**config.mk**
```make
export PLATFORM = sky130hd
export DESIGN_NAME = apd_sequencer
export DESIGN_NICKNAME = d
export VERILOG_FILES = /design/src/hw/rtl/apd_pkg.sv /design/src/hw/rtl/apd_sequencer.sv
export SDC_FILE = /design/constraint.sdc
export NUM_CORES = 1
export LEC_CHECK = 0
export ABC_AREA = 1
export BUFFER_PORTS_ARGS = -buffer_cell sky130_fd_sc_hd__clkbuf_2
export CAP_MARGIN = 20
export CORE_AREA = 3 3 40 42
export DETAILED_ROUTE_END_ITERATION = 8
export DIE_AREA = 0 0 43 45
export SYNTH_ARGS = -nofsm -noshare
export SYNTH_HDL_FRONTEND = slang
export SYNTH_SLANG_ARGS = --single-unit
```
**constraint.sdc**
```tcl
create_clock -name clock -period 2.72 [get_ports clock]
set_input_delay 0.136 -clock clock [delete_from_list [all_inputs] [get_ports clock]]
set_output_delay 0.136 -clock clock [all_outputs]
set_load 0.02 [all_outputs]
```
**src/hw/rtl/apd_pkg.sv**
```systemverilog
// Package for the allpass reverb diffuser: shared widths, constants, control types
// and the microcode program of the sequencer.
// Depends on nothing; the sequencer, datapath and top files of the block import it.
package apd_pkg;

   localparam int STAGES_DEF      = 4;
   localparam int MAX_DELAY_DEF   = 4096;
   localparam int PACKED_SECTIONS = 4;

   localparam int SAMPLE_W        = 16;
   localparam int DELAY_FIELD_W   = 12;
   localparam int GAIN_W          = 16;
   localparam int GAIN_LIMIT      = 32440;

   localparam int COUNT_REG_W     = 3;
   localparam int DELAYS_REG_W    = PACKED_SECTIONS * DELAY_FIELD_W;
   localparam int GAINS_REG_W     = PACKED_SECTIONS * GAIN_W;
   localparam int CSR_INDEX_W     = 2;
   localparam int CSR_DATA_W      = GAINS_REG_W;

   localparam logic [CSR_INDEX_W-1:0] CSR_STAGE_COUNT  = 2'd0;
   localparam logic [CSR_INDEX_W-1:0] CSR_STAGE_DELAYS = 2'd1;
   localparam logic [CSR_INDEX_W-1:0] CSR_STAGE_GAINS  = 2'd2;

   typedef enum logic [2:0] {
      ST_CLEAR,
      ST_WAIT,
      ST_ADDR,
      ST_FETCH,
      ST_MUL,
      ST_SUM,
      ST_OUT
   } apd_step_type;

   typedef enum logic [2:0] {
      JC_ALWAYS,
      JC_CLR_LAST,
      JC_REQ,
      JC_STAGES_DONE,
      JC_OUT_FREE
   } apd_cond_type;

   // Strobes that one control word drives into the datapath.
   typedef struct packed {
      logic in_ready;
      logic take_in;
      logic rd_en;
      logic ld_diff;
      logic ld_prod;
      logic ld_sum;
      logic ld_out;
      logic clr_wr;
   } apd_ctl_type;

   // Conditions that the datapath reports back to the sequencer.
   typedef struct packed {
      logic clr_last;
      logic stages_done;
   } apd_flags_type;

   typedef struct packed {
      apd_ctl_type  ctl;
      apd_cond_type cond;
      apd_step_type next_t;
      apd_step_type next_f;
   } apd_uword_type;

   // The program: each step names its strobes, the condition it tests and the
   // step taken when the condition holds or fails.
   function automatic apd_uword_type apd_ucode(input apd_step_type step);
      apd_uword_type w;
      w = '0;
      w.cond   = JC_ALWAYS;
      w.next_t = ST_WAIT;
      w.next_f = ST_WAIT;
      case (step)
         ST_CLEAR: begin
            w.ctl.clr_wr = 1'b1;
            w.cond       = JC_CLR_LAST;
            w.next_t     = ST_WAIT;
            w.next_f     = ST_CLEAR;
         end
         ST_WAIT: begin
            w.ctl.in_ready = 1'b1;
            w.cond         = JC_REQ;
            w.next_t       = ST_ADDR;
            w.next_f       = ST_WAIT;
         end
         ST_ADDR: begin
            w.ctl.rd_en = 1'b1;
            w.cond      = JC_STAGES_DONE;
            w.next_t    = ST_OUT;
            w.next_f    = ST_FETCH;
         end
         ST_FETCH: begin
            w.ctl.ld_diff = 1'b1;
            w.next_t      = ST_MUL;
            w.next_f      = ST_MUL;
         end
         ST_MUL: begin
            w.ctl.ld_prod = 1'b1;
            w.next_t      = ST_SUM;
            w.next_f      = ST_SUM;
         end
         ST_SUM: begin
            w.ctl.ld_sum = 1'b1;
            w.next_t     = ST_ADDR;
            w.next_f     = ST_ADDR;
         end
         ST_OUT: begin
            w.ctl.ld_out = 1'b1;
            w.cond       = JC_OUT_FREE;
            w.next_t     = ST_WAIT;
            w.next_f     = ST_OUT;
         end
         default: begin
            w.next_t = ST_WAIT;
            w.next_f = ST_WAIT;
         end
      endcase
      return w;
   endfunction

endpackage

```
**src/hw/rtl/apd_sequencer.sv**
```systemverilog
// Microcoded sequencer: step counter, control word lookup and branch logic.
// Depends on apd_pkg for the step, condition and control word types.
module apd_sequencer (
   input  logic                  clock,
   input  logic                  reset,
   input  logic                  req_valid,
   input  logic                  out_free,
   input  apd_pkg::apd_flags_type flags,
   output apd_pkg::apd_ctl_type   ctl
);
   import apd_pkg::*;

   apd_step_type  step_ff;
   apd_step_type  step_in;
   apd_uword_type uword;
   logic          cond_hit;

   always_ff @(posedge clock) begin
      if (reset) begin
         step_ff <= ST_CLEAR;
      end else begin
         step_ff <= step_in;
      end
   end

   always_comb begin
      uword = apd_ucode(step_ff);
      case (uword.cond)
         JC_ALWAYS:      cond_hit = 1'b1;
         JC_CLR_LAST:    cond_hit = flags.clr_last;
         JC_REQ:         cond_hit = req_valid;
         JC_STAGES_DONE: cond_hit = flags.stages_done;
         JC_OUT_FREE:    cond_hit = out_free;
         default:        cond_hit = 1'b1;
      endcase
      step_in = cond_hit ? uword.next_t : uword.next_f;

      ctl         = uword.ctl;
      ctl.take_in = uword.ctl.in_ready & req_valid;
      ctl.ld_out  = uword.ctl.ld_out & out_free;
   end

endmodule

```
==> impl_metrics.env <==
export IMPL_yosysTopAreaCell="dfxtp_1"
export IMPL_gr_usage_met3_pct=3.98
export IMPL_power_density_nw_per_um2=1040
export IMPL_wire_per_inst_um=8.73
export IMPL_port_buffers=13
export IMPL_drt_pass1_iter_count=2
export IMPL_critPathKind="reg2out"
export IMPL_peakVddDrop_mv=0.287
export IMPL_r2r_slack_ns=1.48
export IMPL_postCtsSetupBuffers=0
export IMPL_slowest_stage="dfxtp_1"
export IMPL_grt_max_degree=10
export IMPL_fmax_ghz=0.732
export IMPL_dieHeight_um=45
export IMPL_synth_fp_nets=53
export IMPL_synth_top_area_share_pct=19.7
export IMPL_drt_iter0_drc=2
export IMPL_cts_resized=0
export IMPL_die_w_um=43
export IMPL_worstPathRequired_ns=2.58
export IMPL_path_cells="nand4_2, inv_1, clkbuf_2"
export IMPL_worstSkewPairLatency_ns=0.23
export IMPL_hold_ws_ns=0.106
export IMPL_cap_violations=0
export IMPL_finish_net_count=69
export IMPL_finClkSkew_ns=0.00188
export IMPL_grt_ovfl_total=0
export IMPL_slew_headroom_pct=74.7
export IMPL_top_register="step_ff"
export IMPL_antenna_diode_count=0
export IMPL_synth_warnings=0
export IMPL_use_met1_pct=8.89
export IMPL_syn2layout_area_growth_pct=28.7
export IMPL_seq_area_frac_synth_pct=19.7
export IMPL_grt_pass1_wl_mm=1.06
export IMPL_start_util_pct=23.8
export IMPL_yosys_top_cells_count="nand2_1, nor2_1, inv_1"
export IMPL_finalWeightedCongestion=0.781
export IMPL_boundaryPins=14
export IMPL_ys_types=18
export IMPL_largest_reg_flops=3
export IMPL_die_area_um2=1940
export IMPL_seqCellArea_um2=60.1
export IMPL_routed_via_density=4.34
export IMPL_worst_path_buf_inv=2
export IMPL_async_flop_share_pct=0
export IMPL_clk_path_buf_depth=2
export IMPL_syn_inst=47
export IMPL_yosysMostFrequentCell="nand2_1"
export IMPL_finalHoldViolCount=0
export IMPL_core_um2=1280
export IMPL_finalCritPeriodShare_pct=50.2
export IMPL_clockRootBuffer="clkbuf_4"
export IMPL_worstSetupEndpointType="primary output"
export IMPL_gr_usage_all_layers_pct=7.24
export IMPL_cts_sinks=3
export IMPL_synth_top_flop_cell="dfxtp_1"
export IMPL_drc=0
export IMPL_grt_pass1_vias=283
export IMPL_critPathArrivalTime_ns=1.23
export IMPL_clkTransAtPathRegs_ns=0.04
export IMPL_gr_max_usage_layer="met2"
export IMPL_grt_antenna_before_repair=0
export IMPL_syn_area_um2=305
export IMPL_top_regs="step_ff x3"
export IMPL_n_fill_cell=154
export IMPL_max_stage_delay_ns=0.54
export IMPL_rsz0062_at_grt="false"
export IMPL_worstMarginPinSlew_ns=0.379
export IMPL_critical_path_max_fanout=9
export IMPL_status="completed"
export IMPL_cts_buffers=3
export IMPL_start_kind="register"
export IMPL_synthTopCellsByArea="dfxtp_1, nand2_1, nor2_1"
export IMPL_cts_tree="done"
export IMPL_drive_above_1_share_pct=46.8
export IMPL_num_vias=334
export IMPL_cpLargestDelayFamily="flip-flops"
export IMPL_synth_edf_count=0
export IMPL_ant_nets=0
export IMPL_finalMaxSlewViolations=0
export IMPL_leakagePower_nw=0.230
export IMPL_finalSetupTns_ns=0
export IMPL_cts_hold_buf=0
export IMPL_ys_ff_latch=3
export IMPL_min_period_ns=1.37
export IMPL_cts_max_level=1
export IMPL_gr_usage_met2_pct=11.1
export IMPL_row_count=13
export IMPL_multi_input_area_um2=186
export IMPL_totalWireLength_um=672
export IMPL_min_path_type="in2reg"
export IMPL_setup_viol=0
export IMPL_syn_avg_cell_area_um2=6.50
export IMPL_dpl_hpwl_um=551
==> area by class of cell <==
type                            instances  share of cell area [%]
Clock buffer                            4                    6.69
Inverter                                9                    9.24
Multi-Input combinational cell         33                    47.5
Sequential cell                         3                    15.3
Tap cell                               15                    4.78
Timing Repair Buffer                   13                    16.6
==> cells by family (layout without fill, tap and decap cells) <==
group | after synthesis | in the layout | synth area share, %
AOI/OAI and AO/OA | 6 | 6 | 11.1
DFF | 3 | 3 | 19.7
buffers and inverters | 11 | 26 | 19.3
and+or+nand+nor | 27 | 27 | 50.0
==> layer usage <==
metal  vias to the layer above  part of all wire (%)
met2                        11                    49
met3                         0                   6.8
met5                         -                     0
met1                       145                    44
li1                        178                     -
met4                         0                     0
==> placed cells by master, fill, tap and decap left out, drive strengths merged <==
master / n
clkbuf: 17
nand2: 11
nor2: 10
inv: 9
nand3: 4
dfxtp: 3
o21ai: 3
a21oi: 3
nand4: 2
==> final timing paths <==
path | start | endpoint | depth (start not counted)
min reg2reg | step_ff[0] | step_ff[1] | 3
max reg2reg | step_ff[2] | step_ff[2] | 7
min | reset | step_ff[0] | 2
max | step_ff[1] | ctl[1] | 3
==> through the flow <==
step | util (%) | setup slack, ns | cell area [um^2] | std cells | power [mW]
final | 30.6 | 1.35 | 393 | 77 | 0.411
after global routing | 30.6 | 1.25 | 393 | 77 | 0.447
after CTS | 30.6 | 1.34 | 393 | 77 | 0.420
after detailed placement | 28.5 | 1.48 | 367 | 73 | 0.338
after global placement | 28.5 | 1.48 | 367 | 73 | 0.337
after floorplan | - | 1.68 | 305 | 47 | 0.292
==> power by group <==
group	internal [mW]	switching, mW
sequential	0.0581	0.0249
clock	0.0549	0.0213
combinational	0.0877	0.164
total	0.201	0.210
No activity file was read; power rests on OpenSTA's default activity.
